`src/rtl/core/loader_charger_sequencer_top_macros.svh`:
```
// Assertion macros for the loader and charger sequencer.
// Taken in by the top level; needs no other file.
`ifndef LOADER_CHARGER_SEQUENCER_TOP_MACROS_SVH
`define LOADER_CHARGER_SEQUENCER_TOP_MACROS_SVH

// The consequent must hold in the same cycle as the antecedent.
`define LCS_ASSERT_SAME(label, clk, rst_n, ante, cons, msg) \
	label: assert property (@(posedge clk) disable iff (!rst_n) (ante) |-> (cons)) \
		else $error(msg);

// The consequent must hold in the cycle after the antecedent.
`define LCS_ASSERT_NEXT(label, clk, rst_n, ante, cons, msg) \
	label: assert property (@(posedge clk) disable iff (!rst_n) (ante) |=> (cons)) \
		else $error(msg);

`endif

```
`src/rtl/core/lcs_pkg.sv`:
```
// Shared types and constants for the loader and charger sequencer.
// Used by every module of the block; depends on nothing.
`default_nettype none

package lcs_pkg;

	localparam int COUNT_WIDTH_DEF = 8;
	localparam int PADDR_W = 4;
	localparam int PDATA_W = 32;

	// Configuration register indexes (byte address bits [3:2]).
	localparam logic [1:0] REG_LOADING_TICKS = 2'd0;
	localparam logic [1:0] REG_SERVO_CENTER  = 2'd1;
	localparam logic [1:0] REG_OPEN_OFFSET   = 2'd2;
	localparam logic [1:0] REG_CLOSE_OFFSET  = 2'd3;

	localparam logic [7:0]  LOADING_TICKS_RST = 8'd20;
	localparam logic [14:0] SERVO_CENTER_RST  = 15'd12000;
	localparam logic [12:0] OPEN_OFFSET_RST   = 13'd2200;
	localparam logic [12:0] CLOSE_OFFSET_RST  = 13'd2800;

	// Request codes.
	localparam logic [1:0] REQ_FRAME   = 2'd0;
	localparam logic [1:0] REQ_TIMEOUT = 2'd1;
	localparam logic [1:0] REQ_TICK    = 2'd2;

	localparam logic [14:0] PULSE_RST    = 15'd12000;
	localparam logic [14:0] STICK_OFFSET = 15'd3936;
	localparam logic [13:0] REAR_OFFSET  = 14'd7904;

	// Battery scaling: millivolts = (sample * 10185) >> 12, then /10 by reciprocal.
	localparam logic [13:0] BATT_SCALE  = 14'd10185;
	localparam int          BATT_SHIFT  = 12;
	localparam logic [15:0] DIV10_RECIP = 16'd52429;
	localparam int          DIV10_SHIFT = 19;

	typedef enum logic [6:0] {
		MODE_IDLE      = 7'b0000001,
		MODE_LOAD_OUT  = 7'b0000010,
		MODE_LOAD_BACK = 7'b0000100,
		MODE_RECHECK   = 7'b0001000,
		MODE_EMPTY     = 7'b0010000,
		MODE_CHARGING  = 7'b0100000,
		MODE_FIRED     = 7'b1000000
	} mode_t;

	typedef struct packed {
		logic [7:0]  loading_ticks;
		logic [14:0] servo_center;
		logic [12:0] open_offset;
		logic [12:0] close_offset;
	} cfg_t;

	typedef struct packed {
		logic [1:0]  req_type;
		logic        charge_switch_off;
		logic        trigger;
		logic [7:0]  throttle_byte;
		logic [7:0]  roll_byte;
		logic [7:0]  turn_byte;
		logic        charged_sensor;
		logic        broken_sensor;
		logic        empty_sensor;
		logic [11:0] battery_sample;
	} req_item_t;

	// Everything the sequencer produces for one item.
	typedef struct packed {
		logic [14:0] loader_servo_a;
		logic [14:0] loader_servo_b;
		logic [14:0] throttle_pulse;
		logic [14:0] roll_pulse;
		logic [14:0] front_steer_pulse;
		logic [13:0] rear_steer_pulse;
		logic        charge_enable;
		logic        fire;
		logic [2:0]  status_flags;
	} seq_res_t;

	typedef struct packed {
		logic [14:0] loader_servo_a;
		logic [14:0] loader_servo_b;
		logic [14:0] throttle_pulse;
		logic [14:0] roll_pulse;
		logic [14:0] front_steer_pulse;
		logic [13:0] rear_steer_pulse;
		logic        charge_enable;
		logic        fire;
		logic [2:0]  status_flags;
		logic [9:0]  battery_centivolts;
	} rsp_item_t;

endpackage

`default_nettype wire

```
`src/rtl/core/lcs_apb.sv`:
```
// Configuration registers of the loader and charger sequencer behind an APB-style port.
// Depends on lcs_pkg.
`default_nettype none

module lcs_apb (
	input  wire logic                          clk,
	input  wire logic                          arst_n,
	input  wire logic                          psel,
	input  wire logic                          penable,
	input  wire logic                          pwrite,
	input  wire logic [lcs_pkg::PADDR_W-1:0]   paddr,
	input  wire logic [lcs_pkg::PDATA_W-1:0]   pwdata,
	output logic      [lcs_pkg::PDATA_W-1:0]   prdata,
	output logic                               pready,
	output lcs_pkg::cfg_t                      cfg
);

	lcs_pkg::cfg_t cfg_q;
	logic [1:0]    reg_idx;
	logic          wr_en;

	assign pready  = 1'b1;
	assign reg_idx = paddr[3:2];
	assign wr_en   = psel && penable && pwrite && pready;

	always_ff @(posedge clk or negedge arst_n) begin
		if (!arst_n) begin
			cfg_q.loading_ticks <= lcs_pkg::LOADING_TICKS_RST;
			cfg_q.servo_center  <= lcs_pkg::SERVO_CENTER_RST;
			cfg_q.open_offset   <= lcs_pkg::OPEN_OFFSET_RST;
			cfg_q.close_offset  <= lcs_pkg::CLOSE_OFFSET_RST;
		end else if (wr_en) begin
			unique case (reg_idx)
				lcs_pkg::REG_LOADING_TICKS: cfg_q.loading_ticks <= pwdata[7:0];
				lcs_pkg::REG_SERVO_CENTER:  cfg_q.servo_center  <= pwdata[14:0];
				lcs_pkg::REG_OPEN_OFFSET:   cfg_q.open_offset   <= pwdata[12:0];
				lcs_pkg::REG_CLOSE_OFFSET:  cfg_q.close_offset  <= pwdata[12:0];
				default: ;
			endcase
		end
	end

	always_comb begin
		unique case (reg_idx)
			lcs_pkg::REG_LOADING_TICKS: prdata = {24'd0, cfg_q.loading_ticks};
			lcs_pkg::REG_SERVO_CENTER:  prdata = {17'd0, cfg_q.servo_center};
			lcs_pkg::REG_OPEN_OFFSET:   prdata = {19'd0, cfg_q.open_offset};
			lcs_pkg::REG_CLOSE_OFFSET:  prdata = {19'd0, cfg_q.close_offset};
			default:                    prdata = '0;
		endcase
	end

	assign cfg = cfg_q;

endmodule

`default_nettype wire

```
`src/rtl/core/lcs_seq.sv`:
```
// Loader and charger mode sequencer with held pulse widths and status flags.
// Computes the next state for the item in the input register. Depends on lcs_pkg.
`default_nettype none

module lcs_seq #(
	parameter int COUNT_WIDTH = lcs_pkg::COUNT_WIDTH_DEF
) (
	input  wire logic              clk,
	input  wire logic              arst_n,
	input  wire lcs_pkg::cfg_t     cfg,
	input  wire lcs_pkg::req_item_t item,
	input  wire logic              step,
	output lcs_pkg::seq_res_t      res
);

	lcs_pkg::mode_t         mode_q, mode_d;
	logic [COUNT_WIDTH-1:0] cnt_q, cnt_d, cnt_load;
	logic                   prev_on_q, prev_on_d;
	logic                   empty_q, empty_d;
	logic                   charged_q, charged_d;
	logic                   broken_q, broken_d;
	logic [14:0]            servo_a_q, servo_a_d, servo_b_q, servo_b_d;
	logic [14:0]            thr_q, thr_d, roll_q, roll_d, front_q, front_d;
	logic [13:0]            rear_q, rear_d;
	logic [14:0]            open_a, open_b, close_a, close_b;
	logic                   loaded, fire, enable;

	function automatic logic [14:0] sat15(input logic signed [16:0] v);
		logic [14:0] r;
		if (v < 0)
			r = '0;
		else if (v > 17'sd32767)
			r = 15'h7FFF;
		else
			r = v[14:0];
		return r;
	endfunction

	assign open_a  = sat15($signed({2'b00, cfg.servo_center}) - $signed({4'b0000, cfg.open_offset}));
	assign open_b  = sat15($signed({2'b00, cfg.servo_center}) + $signed({4'b0000, cfg.open_offset}));
	assign close_a = sat15($signed({2'b00, cfg.servo_center}) + $signed({4'b0000, cfg.close_offset}));
	assign close_b = sat15($signed({2'b00, cfg.servo_center}) - $signed({4'b0000, cfg.close_offset}));

	assign cnt_load = COUNT_WIDTH'(cfg.loading_ticks);
	assign loaded   = !item.empty_sensor;

	always_comb begin
		mode_d    = mode_q;
		cnt_d     = cnt_q;
		prev_on_d = prev_on_q;
		empty_d   = empty_q;
		charged_d = charged_q;
		broken_d  = broken_q;
		servo_a_d = servo_a_q;
		servo_b_d = servo_b_q;
		thr_d     = thr_q;
		roll_d    = roll_q;
		front_d   = front_q;
		rear_d    = rear_q;
		enable    = 1'b0;
		fire      = 1'b0;
		unique case (item.req_type)
			lcs_pkg::REQ_TICK: begin
				if (cnt_q != '0)
					cnt_d = cnt_q - 1'b1;
			end
			lcs_pkg::REQ_FRAME: begin
				// Stick mapping: byte*63 + offset is built as byte*64 - byte.
				thr_d     = 15'({item.throttle_byte, 6'd0}) - 15'(item.throttle_byte)
					+ lcs_pkg::STICK_OFFSET;
				roll_d    = 15'({item.roll_byte, 6'd0}) - 15'(item.roll_byte)
					+ lcs_pkg::STICK_OFFSET;
				front_d   = 15'({item.turn_byte, 6'd0}) - 15'(item.turn_byte)
					+ lcs_pkg::STICK_OFFSET;
				rear_d    = 14'({item.turn_byte, 5'd0}) + lcs_pkg::REAR_OFFSET;
				charged_d = item.charged_sensor;
				broken_d  = item.broken_sensor;
				if (!item.charge_switch_off) begin
					prev_on_d = 1'b1;
					if (!prev_on_q) begin
						// Rising edge of the charge switch starts a load or goes to charging.
						if (loaded) begin
							mode_d = lcs_pkg::MODE_CHARGING;
						end else begin
							cnt_d  = cnt_load;
							mode_d = lcs_pkg::MODE_LOAD_OUT;
						end
					end else if (item.broken_sensor) begin
						servo_a_d = close_a;
						servo_b_d = close_b;
					end else begin
						unique case (mode_q)
							lcs_pkg::MODE_LOAD_OUT: begin
								servo_a_d = open_a;
								servo_b_d = open_b;
								if (cnt_q == '0) begin
									cnt_d  = cnt_load;
									mode_d = lcs_pkg::MODE_LOAD_BACK;
								end
							end
							lcs_pkg::MODE_LOAD_BACK: begin
								servo_a_d = close_a;
								servo_b_d = close_b;
								if (cnt_q == '0)
									mode_d = lcs_pkg::MODE_RECHECK;
							end
							lcs_pkg::MODE_RECHECK: begin
								mode_d = loaded ? lcs_pkg::MODE_CHARGING : lcs_pkg::MODE_EMPTY;
							end
							lcs_pkg::MODE_EMPTY: begin
								empty_d = 1'b1;
							end
							lcs_pkg::MODE_CHARGING: begin
								enable = 1'b1;
								if (item.charged_sensor && item.trigger) begin
									fire   = 1'b1;
									mode_d = lcs_pkg::MODE_FIRED;
								end
							end
							default: begin
								// Idle and after firing both allow a shot when charged.
								fire = item.charged_sensor && item.trigger;
							end
						endcase
					end
				end else begin
					prev_on_d = 1'b0;
					if (mode_q == lcs_pkg::MODE_LOAD_OUT) begin
						servo_a_d = open_a;
						servo_b_d = open_b;
						if (cnt_q == '0) begin
							cnt_d  = cnt_load;
							mode_d = lcs_pkg::MODE_LOAD_BACK;
						end
					end else if (mode_q == lcs_pkg::MODE_LOAD_BACK) begin
						servo_a_d = close_a;
						servo_b_d = close_b;
						if (cnt_q == '0)
							mode_d = lcs_pkg::MODE_IDLE;
					end else begin
						empty_d   = 1'b0;
						mode_d    = lcs_pkg::MODE_IDLE;
						servo_a_d = close_a;
						servo_b_d = close_b;
					end
				end
			end
			default: ;
		endcase
	end

	always_ff @(posedge clk or negedge arst_n) begin
		if (!arst_n) begin
			mode_q    <= lcs_pkg::MODE_IDLE;
			cnt_q     <= '0;
			prev_on_q <= 1'b0;
			empty_q   <= 1'b0;
			charged_q <= 1'b0;
			broken_q  <= 1'b0;
			servo_a_q <= lcs_pkg::PULSE_RST;
			servo_b_q <= lcs_pkg::PULSE_RST;
			thr_q     <= lcs_pkg::PULSE_RST;
			roll_q    <= lcs_pkg::PULSE_RST;
			front_q   <= lcs_pkg::PULSE_RST;
			rear_q    <= lcs_pkg::PULSE_RST[13:0];
		end else if (step) begin
			mode_q    <= mode_d;
			cnt_q     <= cnt_d;
			prev_on_q <= prev_on_d;
			empty_q   <= empty_d;
			charged_q <= charged_d;
			broken_q  <= broken_d;
			servo_a_q <= servo_a_d;
			servo_b_q <= servo_b_d;
			thr_q     <= thr_d;
			roll_q    <= roll_d;
			front_q   <= front_d;
			rear_q    <= rear_d;
		end
	end

	assign res.loader_servo_a    = servo_a_d;
	assign res.loader_servo_b    = servo_b_d;
	assign res.throttle_pulse    = thr_d;
	assign res.roll_pulse        = roll_d;
	assign res.front_steer_pulse = front_d;
	assign res.rear_steer_pulse  = rear_d;
	assign res.charge_enable     = enable;
	assign res.fire              = fire;
	assign res.status_flags      = {charged_d, broken_d, empty_d};

endmodule

`default_nettype wire

```
`src/rtl/core/loader_charger_sequencer_top.sv`:
```
// Top level of the loader and charger sequencer: input register, battery scaling,
// result register and assertions. Depends on lcs_pkg, lcs_apb, lcs_seq and the macro header.
//
//   Channel   Signals                                   Direction
//   req       req_valid, req_ready, req_data            request items in
//   rsp       rsp_valid, rsp_ready, rsp_data            result items out
//   apb       psel, penable, pwrite, paddr, pwdata,     register writes and reads
//             prdata, pready
//
// An item sits first in the input register and then in the result register, where result
// valid is registered; one item is taken every cycle while the result is not stalled.
// The battery multiply sits before the input register and the divide by ten after it.
// Reset clears both valid flags and puts the sequencer in idle with all pulses centered.
// A stalled result holds the result register and the input register fills behind it.
`default_nettype none

`include "loader_charger_sequencer_top_macros.svh"

module loader_charger_sequencer_top #(
	parameter int COUNT_WIDTH = lcs_pkg::COUNT_WIDTH_DEF
) (
	input  wire logic                          clk,
	input  wire logic                          arst_n,
	input  wire logic                          req_valid,
	output logic                               req_ready,
	input  wire lcs_pkg::req_item_t            req_data,
	output logic                               rsp_valid,
	input  wire logic                          rsp_ready,
	output lcs_pkg::rsp_item_t                 rsp_data,
	input  wire logic                          psel,
	input  wire logic                          penable,
	input  wire logic                          pwrite,
	input  wire logic [lcs_pkg::PADDR_W-1:0]   paddr,
	input  wire logic [lcs_pkg::PDATA_W-1:0]   pwdata,
	output logic      [lcs_pkg::PDATA_W-1:0]   prdata,
	output logic                               pready
);

	lcs_pkg::cfg_t      cfg;
	lcs_pkg::req_item_t item_s1;
	lcs_pkg::seq_res_t  seq_res;
	lcs_pkg::rsp_item_t data_s2;
	logic               valid_s1, valid_s2, adv;
	logic [25:0]        batt_prod;
	logic [13:0]        mv_s1;
	logic [14:0]        mv_round;
	logic [30:0]        div_prod;
	logic [9:0]         centivolts;

	lcs_apb u_apb (
		.clk     (clk),
		.arst_n  (arst_n),
		.psel    (psel),
		.penable (penable),
		.pwrite  (pwrite),
		.paddr   (paddr),
		.pwdata  (pwdata),
		.prdata  (prdata),
		.pready  (pready),
		.cfg     (cfg)
	);

	lcs_seq #(
		.COUNT_WIDTH (COUNT_WIDTH)
	) u_seq (
		.clk    (clk),
		.arst_n (arst_n),
		.cfg    (cfg),
		.item   (item_s1),
		.step   (adv),
		.res    (seq_res)
	);

	assign adv       = valid_s1 && (!valid_s2 || rsp_ready);
	assign req_ready = !valid_s1 || adv;

	// Millivolts from the converter sample; the product needs 26 bits.
	assign batt_prod = 26'(req_data.battery_sample) * 26'(lcs_pkg::BATT_SCALE);

	always_ff @(posedge clk or negedge arst_n) begin
		if (!arst_n)
			valid_s1 <= 1'b0;
		else if (req_ready)
			valid_s1 <= req_valid;
	end

	always_ff @(posedge clk) begin
		if (req_valid && req_ready) begin
			item_s1 <= req_data;
			mv_s1   <= batt_prod[lcs_pkg::BATT_SHIFT +: 14];
		end
	end

	// Rounding half up is floor((mv + 5) / 10); the reciprocal is exact below 2^15.
	assign mv_round   = 15'(mv_s1) + 15'd5;
	assign div_prod   = 31'(mv_round) * 31'(lcs_pkg::DIV10_RECIP);
	assign centivolts = div_prod[lcs_pkg::DIV10_SHIFT +: 10];

	always_ff @(posedge clk or negedge arst_n) begin
		if (!arst_n)
			valid_s2 <= 1'b0;
		else if (!valid_s2 || rsp_ready)
			valid_s2 <= valid_s1;
	end

	always_ff @(posedge clk) begin
		if (adv) begin
			data_s2.loader_servo_a     <= seq_res.loader_servo_a;
			data_s2.loader_servo_b     <= seq_res.loader_servo_b;
			data_s2.throttle_pulse     <= seq_res.throttle_pulse;
			data_s2.roll_pulse         <= seq_res.roll_pulse;
			data_s2.front_steer_pulse  <= seq_res.front_steer_pulse;
			data_s2.rear_steer_pulse   <= seq_res.rear_steer_pulse;
			data_s2.charge_enable      <= seq_res.charge_enable;
			data_s2.fire               <= seq_res.fire;
			data_s2.status_flags       <= seq_res.status_flags;
			data_s2.battery_centivolts <= centivolts;
		end
	end

	assign rsp_valid = valid_s2;
	assign rsp_data  = data_s2;

	// A fire command only leaves on a frame that reported the capacitor charged.
	`LCS_ASSERT_SAME(a_fire_needs_charged, clk, arst_n, rsp_valid && rsp_data.fire, rsp_data.status_flags[2], "fire without charged flag")
	// The charger is never enabled on a frame that reported a fault.
	`LCS_ASSERT_SAME(a_enable_not_broken, clk, arst_n, rsp_valid && rsp_data.charge_enable, !rsp_data.status_flags[1], "charge enable with broken flag")
	// An item waiting behind a stalled result stays in the input register untouched.
	`LCS_ASSERT_NEXT(a_s1_holds, clk, arst_n, valid_s1 && valid_s2 && !rsp_ready, valid_s1 && $stable(item_s1) && $stable(mv_s1), "input register lost its item")

endmodule

`default_nettype wire
```
`config.mk`:
```
export PLATFORM = sky130hd
export DESIGN_NAME = loader_charger_sequencer_top
export DESIGN_NICKNAME = d
export VERILOG_FILES = /design/src/rtl/core/lcs_pkg.sv /design/src/rtl/core/lcs_apb.sv /design/src/rtl/core/lcs_seq.sv /design/src/rtl/core/loader_charger_sequencer_top.sv
export VERILOG_INCLUDE_DIRS = /design/src /design/src/rtl/core
export SDC_FILE = /design/constraint.sdc
export NUM_CORES = 1
export LEC_CHECK = 0
export BUFFER_PORTS_ARGS = -buffer_cell sky130_fd_sc_hd__buf_4
export CORE_ASPECT_RATIO = 0.75
export CORE_MARGIN = 4
export CORE_UTILIZATION = 55
export CTS_CLUSTER_SIZE = 14
export DETAILED_ROUTE_END_ITERATION = 12
export PLACE_DENSITY = 0.75
export SLEW_MARGIN = 20
export SYNTH_ARGS = -nofsm -noshare
export SYNTH_HDL_FRONTEND = slang
export SYNTH_SLANG_ARGS = --single-unit
```
`constraint.sdc`:
```
create_clock -name clk -period 9 [get_ports clk]
set_input_delay 0.45 -clock clk [delete_from_list [all_inputs] [get_ports clk]]
set_output_delay 0.45 -clock clk [all_outputs]
set_load 0.01 [all_outputs]
```
Word level (Yosys, flattened, before mapping):

Cells that the tools add are included.

* add/sub/neg operators: 13
* multiplexer cells: 58
* $mul: 2
* bitwise logic cells: 2
* equal/unequal tests: 17
* order comparisons: 8
* reduce and logical (&&, ||, !) cells: 23

Operators with widths (count)
* $mux 15: 21
* $pmux 32 s4: 1
* $mux 7: 9
* $pmux 15 s2: 2
* $mux 8: 7
* $add 15x12->15 const B: 3
* $sub 14x8->15: 3
* $gt 17x16->1 const B: 2
* $lt 17x1->1 const B: 2
* $add 15x13->16: 2
* $gt 16x16->1 const B: 2
* $lt 16x1->1 const B: 2
* $sub 15x13->16: 2
* $mul 15x16->29 const B: 1
* $pmux 7 s4: 1
* $mul 12x14->26 const B: 1
* $pmux 8 s2: 1
* $add 14x3->15 const B: 1
* $add 13x13->14 const B: 1
* $mux 14: 1
* $mux 1: 12
* $mux 6: 2
* $ne 4x4->1 const B: 3
* $reduce_and 2->1: 5
* other kinds (25): 36

* register bits: 308
* input port bits: 86
* word-level logic and storage cells: 161
* output and inout bits: 139

Longest topological paths before layout:

Gate-level depths: netlist of the first run.

* word-level depth: 9
* depth in mapped cells: 25
* gate-level depth less buffers: 25

Modules after synthesis:

From an unflattened synthesis of the first run, not the netlist that was laid out.

* cells, all modules: 2278
* area total of the unflattened synthesis: 23548.8 sq um

Modules (own cells, without submodules)
* loader_charger_sequencer_top: times used 1, area an instance 11165.7 sq um, seq. area each 4884.7 sq um, cells an instance 812
* lcs_seq: times used 1, area an instance 9968.3 sq um, seq. area each 2756.4 sq um, cells an instance 1311
* lcs_apb: times used 1, area an instance 2414.8 sq um, seq. area each 1249.9 sq um, cells an instance 155

Worst setup path before layout of the first run:

OpenSTA, ideal clock, no wires.

* kind: register to register
* start point: reg mv_s1[0]
* end point: reg data_s2 (netlist bit rsp_data[9]) (data pin)
* arrival: 6353 ps
* setup time: 260 ps
* path slack: 2387 ps
* buffers on the path: 0
* stages on the path, launching flop included: 26
* required time: 8740 ps
* clock period less this slack: 6613 ps
* cells stage by stage: edfxtp_1 > ha_1 > nor2_1 > nor3_1 > nand3_1 > xor2_1 > inv_1 > ha_1 > ha_1 > a21oi_1 > fa_1 > inv_1 > fa_1 > fa_1 > inv_1 > fa_1 > inv_1 > ha_1 > and4_1 > o21ai_0 > a21oi_1 > a2111oi_2 > o211ai_1 > a2111o_1 > a31oi_1 > xnor2_1

* cells in the longest elaborated chain, start to end: 2

Ends and longest elaborated chain
* start, declared: line loader_charger_sequencer_top.sv:45 `logic [13:0] mv_s1;`
* start signal, assigned: line loader_charger_sequencer_top.sv:90 `mv_s1 <= batt_prod[lcs_pkg::BATT_SHIFT +: 14];`
* $add 14x3->15: line loader_charger_sequencer_top.sv:95 `assign mv_round = 15'(mv_s1) + 15'd5;`
* $mul 15x16->29: line loader_charger_sequencer_top.sv:96 `assign div_prod = 31'(mv_round) * 31'(lcs_pkg::DIV10_RECIP);`
* net div_prod[28]: line loader_charger_sequencer_top.sv:47 `logic [30:0] div_prod;`
* end, declared: line loader_charger_sequencer_top.sv:42 `lcs_pkg::rsp_item_t data_s2;`

The timed path passes the listed nets, and every way through them passes these cells.
A chain may end at the register's enable or synchronous reset.

Worst setup path after layout of the first run:

Ends and elaborated chain as after synthesis.

==> results of run 1 <==
layout by cell type (no fill, tap or decap), types with 23 or more instances in the layout:
master / instances
nand3_1: 28
nor3_1: 30
nor2_1: 155
inv_1: 234
o21ai_0: 198
buf_4: 198
xnor2_1: 76
edfxtp_1: 149
clkbuf_16: 34
dfrtp_1: 97
fa_1: 104
o21a_1: 28
nand2b_1: 23
ha_1: 262
nand2_1: 273
dfstp_2: 62
mux2_2: 39
a21o_1: 30
nor2b_1: 24
xor2_1: 33
a21oi_1: 95
final cells by class:
| class | instances | area [um^2] |
|---|---|---|
| repair buffers | 200 | 1510 |
| fillers | 3406 | 15200 |
| multi-input cells | 1709 | 13300 |
| well taps | 561 | 702 |
| flip-flops and latches | 308 | 8530 |
| clock inverters | 15 | 115 |
| inverters | 235 | 885 |
| clock buffers | 47 | 920 |
logic make-up after synthesis:
family | share of synthesized area
other | 0.000324
AOI/OAI and AO/OA | 0.149
muxes | 0.0267
buffers and inverters | 0.0602
xor gates and xnor gates | 0.0412
adders and majority gates | 0.231
DFF | 0.368
and+or+nand+nor | 0.123
synthesized netlist by cell type, types with 13 or more instances:
master    number
a31oi_1       18
o21ai_0      199
nor2b_1       24
nand2_1      274
a21o_1        30
inv_1        235
and3_1        17
clkbuf_1      81
dfrtp_1       97
nor3_1        31
xnor2_1       76
dfstp_2       62
or3_1         13
o21a_1        28
ha_1         262
o211ai_1      17
a21oi_1       95
and2_1        18
edfxtp_1     149
a211oi_1      14
mux2_2        39
fa_1         104
nand3_1       28
buf_4         18
xor2_1        33
nor2_1       156
nand2b_1      23
worst max-delay path: stages (launching register included):
cell and delay (ps):
edfxtp_1 490, ha_1 280, nor2_1 100, nor3_1 300
nand3_1 130, xor2_1 230, inv_1 130, ha_1 200
ha_1 360, xor2_1 450, fa_1 510, fa_1 550
inv_1 60, fa_1 510, fa_1 500, ha_1 320
and4_1 160, o21ai_0 90, a21oi_1 80, a2111oi_2 760
o211ai_1 270, a2111o_1 480, a31oi_1 200, xnor2_1 80
through the flow:
step / hold WS (ps) / cell area, um^2 / util / instances / setup slack (ps)
CTS: 73.4 / 26000 / 0.632 / 3075 / 1480
global placement: 400 / 25000 / 0.606 / 3012 / 1630
finish: 91.8 / 26000 / 0.632 / 3075 / 1490
detailed placement: 409 / 25000 / 0.606 / 3012 / 1520
floorplan: 154 / 23200 / - / 2367 / 2390
global route: 71.9 / 26000 / 0.632 / 3075 / 960
worst max-delay path by stage:
stage                                  start                    end  cells after the start
after global routing      mv_s1[0]$_DFFE_PP_  rsp_data[9]$_DFFE_PP_                     25
after CTS                 mv_s1[0]$_DFFE_PP_  rsp_data[9]$_DFFE_PP_                     25
final                     mv_s1[0]$_DFFE_PP_  rsp_data[9]$_DFFE_PP_                     23
after global placement    mv_s1[0]$_DFFE_PP_  rsp_data[9]$_DFFE_PP_                     25
after floorplan           mv_s1[0]$_DFFE_PP_  rsp_data[9]$_DFFE_PP_                     25
after detailed placement  mv_s1[0]$_DFFE_PP_  rsp_data[9]$_DFFE_PP_                     25
per-layer routing:
metal | vias up | GRT usage
met4 | 0 | 0.0648
met3 | 119 | 0.0409
met5 | - | 0
met2 | 676 | 0.426
li1 | 8416 | -
met1 | 8714 | 0.365
what timing repair did:
action	4_1_cts	5_1_grt
hold buffers	1	0
endpoints found under the hold margin	28	0
buffers inserted	0	0
resized for setup	0	0
sequential cells by signal (all words and copies together) (netlist names), 7 cells and up:
| signal | count |
|---|---|
| rsp_data | 104 |
| u_seq.thr_q | 15 |
| u_seq.servo_a_q | 15 |
| u_seq.roll_q | 15 |
| item_s1 | 31 |
| u_seq.servo_b_q | 15 |
| u_seq.cnt_q | 8 |
| u_seq.mode_q | 7 |
| u_apb.cfg | 49 |
| u_seq.front_q | 15 |
| u_seq.rear_q | 14 |
| mv_s1 | 14 |
==> impl_metrics.csv, run 1 <==
group,metric,value,unit
route,dr.pass1.iters,6,
clock_network,numCtsBuffers,34,
global_route,grt_max_degree,110,
global_route,grt_pass1_wl,95000,um
route,drt-met1-wl,26600,um
global_route,grt_pass1_vias,17900,
die,ioPinCount,225,
synth,avgSynthCellArea,9.86,um^2
synth,async_reset_ff_frac,0.516,
clock_network,cts.sinks,308,
layout,design.final.nets,2940,
die,start_util,0.563,
status,status,"complete, no violations",
placement,dp_hpwl,45500,um
die,placement_rows,64,
min_path,hold_path_startpoint,"req_data[15]",
min_path,whs_path_depth,1,
synth,synth_edf_count,149,
timing,tightest_slew,1220,ps
clock_network,h-tree-depth,2,
route,vias,17900,
timing,fin_crit_sh,0.834,
synth,synth_seq_area_share,0.368,
synth,syn_inst,2351,
timing,setup_viol,0,
route,drt_iter0_markers,1711,
global_route,antenna_found_initial,0,
timing,slew_viol_final,0,
global_route,grt_use_total,0.259,
clock_network,clk_latency,540,ps
die,fp.dieArea,0.0455,mm^2
timing,rsz0062_at_grt,"false",
setup_path,cp.required,9280,ps
route,top_layer,"met4",
setup_path,critical_path.startpoint_type,"flop",
route,met3_length,3980,um
setup_path,arrival,7790,ps
timing,timing.slew.headroom,0.182,
die,die_w,245,um
clock_network,cts-root-buf,"clkbuf_16",
setup_path,ff2ff_path_depth,23,
global_route,grt_overflow,0,
clock_network,clk_pin_slew,70,ps
placement,gp_congestion,0.928,
layout,syn_to_final_growth,12.2,%
timing,timing.fmax,133,MHz
flow_run,cap_violations,0,
route,wl_met2,27500,um
route,drc_errors,0,
timing,finalHoldViolCount,0,
route,wl_per_cell,19.3,um
min_path,holdPathEnd,"item_s1[15]$_DFFE_PP_",
setup_path,worstReg2RegEnd,"rsp_data[9]$_DFFE_PP_",
timing,finalCriticalPeriod,7510,ps
synth,ys_types,82,
synth,synth_flop_cell,"edfxtp_1",
min_path,hold_class,"input port to flop",
layout,drive_above_1_share,0.156,
synth,synth_top_area_cell,"edfxtp_1",
layout,n_antenna_cell,0,
placement,port_buffers,187,
route,wl,59500,um
clock_network,cts_tree,"yes",
timing,clock_skew,24.6,ps
synth,synthTopCellsByArea,"edfxtp_1, ha_1, dfrtp_1",
synth,synth-warning-count,0,
die,coreArea,0.0412,mm^2
setup_path,critPathMaxFanout,6,
setup_path,criticalPathCategory,"flop to flop",
setup_path,endpoint_kind,"flop",
synth,synth.top_cell.area_share,0.193,
setup_path,reg2reg_from,"mv_s1[0]$_DFFE_PP_",
timing,setup_tns,0,ps
route,ant_nets,0,
clock_network,clock_path_buffers,3,
route,routed_via_density,5.83,
die,die_h,186,um
setup_path,rrSetupSlack,1490,ps
synth,netlist_area,0.0232,mm^2
synth,ys_ff_latch,308,
Power of run 1 is left out: the tool's default activity adds up to more than one toggle a clock period on the data nets, which glitch-free logic cannot reach.
==> run 2, diff against run 1 <==
--- a/config.mk
+++ b/config.mk
@@ -12,7 +12,7 @@
 export CORE_UTILIZATION = 55
 export CTS_CLUSTER_SIZE = 14
 export DETAILED_ROUTE_END_ITERATION = 12
-export PLACE_DENSITY = 0.75
+export PLACE_DENSITY = 0.78
 export SLEW_MARGIN = 20
 export SYNTH_ARGS = -nofsm -noshare
 export SYNTH_HDL_FRONTEND = slang
==> constraint.sdc (replaced) <==
create_clock -name clk -period 6.35 [get_ports clk]
set_input_delay 0.3175 -clock clk [delete_from_list [all_inputs] [get_ports clk]]
set_output_delay 0.3175 -clock clk [all_outputs]
set_load 0.01 [all_outputs]
==> run 2 against run 1 <==
  * The run now ends with setup timing left
  * Worst setup slack got worse by 1600 ps
  * Critical path depth fell by 1
  * Register-to-register slack got worse by 1600 ps
  * Routed wire length rose by 2.4%
  * Sequential cell count did not move
  * Via count rose by 2.5%
  * Clock skew fell by 4.8 ps
  * Sequential share of layout area fell by 1.4 points
==> impl_metrics.csv, run 2 (same netlist as run 1, synthesis figures left out) <==
group,metric,value,unit
die,placement_rows,64,
clock_network,h-tree-depth,1,
placement,placed_area,0.0253,mm^2
setup_path,crit_path_max_incr_delay,630,ps
layout,largest_reg_flops,104,
flow_run,cap_violations,0,
setup_path,path_buf_inv,3,
status,violations,"setup timing",
layout,drive_above_1_share,0.184,
placement,port_buffers,187,
clock_network,numCtsBuffers,31,
setup_path,cp_slowest_cell,"fa_1",
die,fp.dieArea,0.0455,mm^2
die,start_util,0.563,
die,ioPinCount,225,
clock_network,cts_tree,"yes",
layout,n_antenna_cell,0,
setup_path,arrival,6750,ps
global_route,antenna_found_initial,3,
timing,holdWs,274,ps
placement,gp_congestion,0.949,
setup_path,endpoint_kind,"flop",
layout,design.final.nets,3036,
die,die_h,186,um
timing,fin_crit_sh,1.01,
global_route,grt_pass1_wl,97000,um
setup_path,critPathMaxFanout,3,
route,wl_per_cell,19.2,um
clock_network,clk_latency,610,ps
layout,final_util,0.659,
layout,seq_area,0.00853,mm^2
timing,timing.fmax,156,MHz
layout,postLayoutCellArea,0.0271,mm^2
timing,tightest_slew,962,ps
setup_path,critical_path.startpoint_type,"flop",
timing,clock_skew,19.8,ps
die,die_w,245,um
timing,rsz0062_at_grt,"true",
timing,finalHoldViolCount,0,
min_path,hold_class,"input port to flop",
timing,final.setup.worst_slack,-65.7,ps
setup_path,cp.required,6680,ps
clock_network,cts.sinks,308,
route,drc_errors,0,
timing,timing.slew.headroom,0.359,
layout,final_cell_mix,"nand2_1, ha_1, buf_4",
layout,multiInputGateArea,0.0136,mm^2
setup_path,crit_path_frequent_cell,"fa_2",
timing,setup_viol,1,
setup_path,crit_chain,"nand4_1 > or3_4 > nor2_4 > xor2_4 > buf_12 > ha_4 > inv_2 > fa_2 > fa_2 > inv_2 > fa_2 > fa_1 > fa_1 > ha_4 > a21o_1 > a21oi_2 > nor2b_2 > a2111oi_4 > o211ai_1 > a2111o_1 > a31oi_2 > xnor2_1",
global_route,grt_max_degree,110,
die,coreArea,0.0412,mm^2
clock_network,clk_pin_slew,60,ps
timing,slew_viol_final,0,
global_route,grt_use_total,0.263,
layout,fillers,3263,
clock_network,cts-root-buf,"clkbuf_16",
route,dr.pass1.iters,6,
status,status,"complete, but fails checks",
setup_path,crit_family,"adder cells",
setup_path,criticalPathCategory,"flop to flop",
route,drt_iter0_markers,1552,
route,routed_via_density,5.80,
route,ant_nets,0,
timing,finalCriticalPeriod,6420,ps
global_route,grt_overflow,0,
clock_network,clock_path_buffers,3,
placement,dp_hpwl,45100,um
layout,layout_commonest_cell,"nand2_1",
route,vias,18400,
layout,syn_to_final_growth,17.1,%
global_route,grt_pass1_vias,18500,
route,wl,60900,um
-- run 2: cell count changes in the layout (fill, tap and decap cells not counted), moves of 5 or more --
cell           before  now
ha_1              262  256
buf_4             198  246
fa_2                0    5
nor2_1            155  150
ha_4                0    6
fa_1              104   99
dlygate4sd3_1       1   49
inv_2               0    5
inv_1             234  229
-- run 2: worst paths after layout --
check / cells past startpoint / startpoint / slack [ps] / endpoint
worst max-delay path: 22 / mv_s1[5]$_DFFE_PP_ / -70 / rsp_data[9]$_DFFE_PP_
worst min-delay path: 3 / req_data[11] / 270 / mv_s1[13]$_DFFE_PP_
worst max register to register: 22 / mv_s1[5]$_DFFE_PP_ / -70 / rsp_data[9]$_DFFE_PP_
worst min register to register: 2 / u_seq.roll_q[7]$_DFFE_PN1P_ / 460 / u_seq.roll_q[7]$_DFFE_PN1P_
max in group asynchronous: 3 / arst_n / 4420 / u_seq.servo_b_q[0]$_DFFE_PN0P_
min in group asynchronous: 2 / arst_n / 400 / u_apb.cfg[21]$_DFFE_PN0P_
-- run 2: metal layers --
metal / global-route usage / wire length [um] / vias to the layer above
met5: 0 / 41 / -
met4: 0.0748 / 1960 / 6
met3: 0.0341 / 3380 / 130
met2: 0.445 / 29200 / 648
met1: 0.360 / 26300 / 8987
li1: - / - / 8605
-- run 2: per-stage QoR --
stage | worst slack [ps] | cells | TNS (ps)
2_1_floorplan | 7.19 | 2367 | 0
3_3_place_gp | -81.8 | 3049 | -81.8
3_5_place_dp | -189 | 3049 | -286
4_1_cts | 1.02 | 3159 | 0
5_1_grt | -313 | 3170 | -616
6_report | -65.7 | 3170 | -65.7
-- run 2: area by class of cell --
class,instances,area share
repair buffers,299,0.0881
flip-flops and latches,308,0.314
well taps,561,0.0259
clock inverters,19,0.00664
inverters,235,0.0326
multi-input cells,1709,0.502
clock buffers,39,0.0301
-- run 2: repair_timing --
item                                    CTS  global route
hold buffers                             49             0
endpoints found under the setup margin    3             7
setup buffers                             3            11
endpoints found under the hold margin   135             0
pin swaps                                20            28
gates resized for setup                  23            24
-- run 2: tightest hold or removal path, delay by kind of cell --
kind / cells / cell delay, ps
xor gates and xnor gates: 1 / 110
adders and majority gates: 1 / 180
buffers and inverters: 1 / 140
Power of run 2 is left out for the same reason.
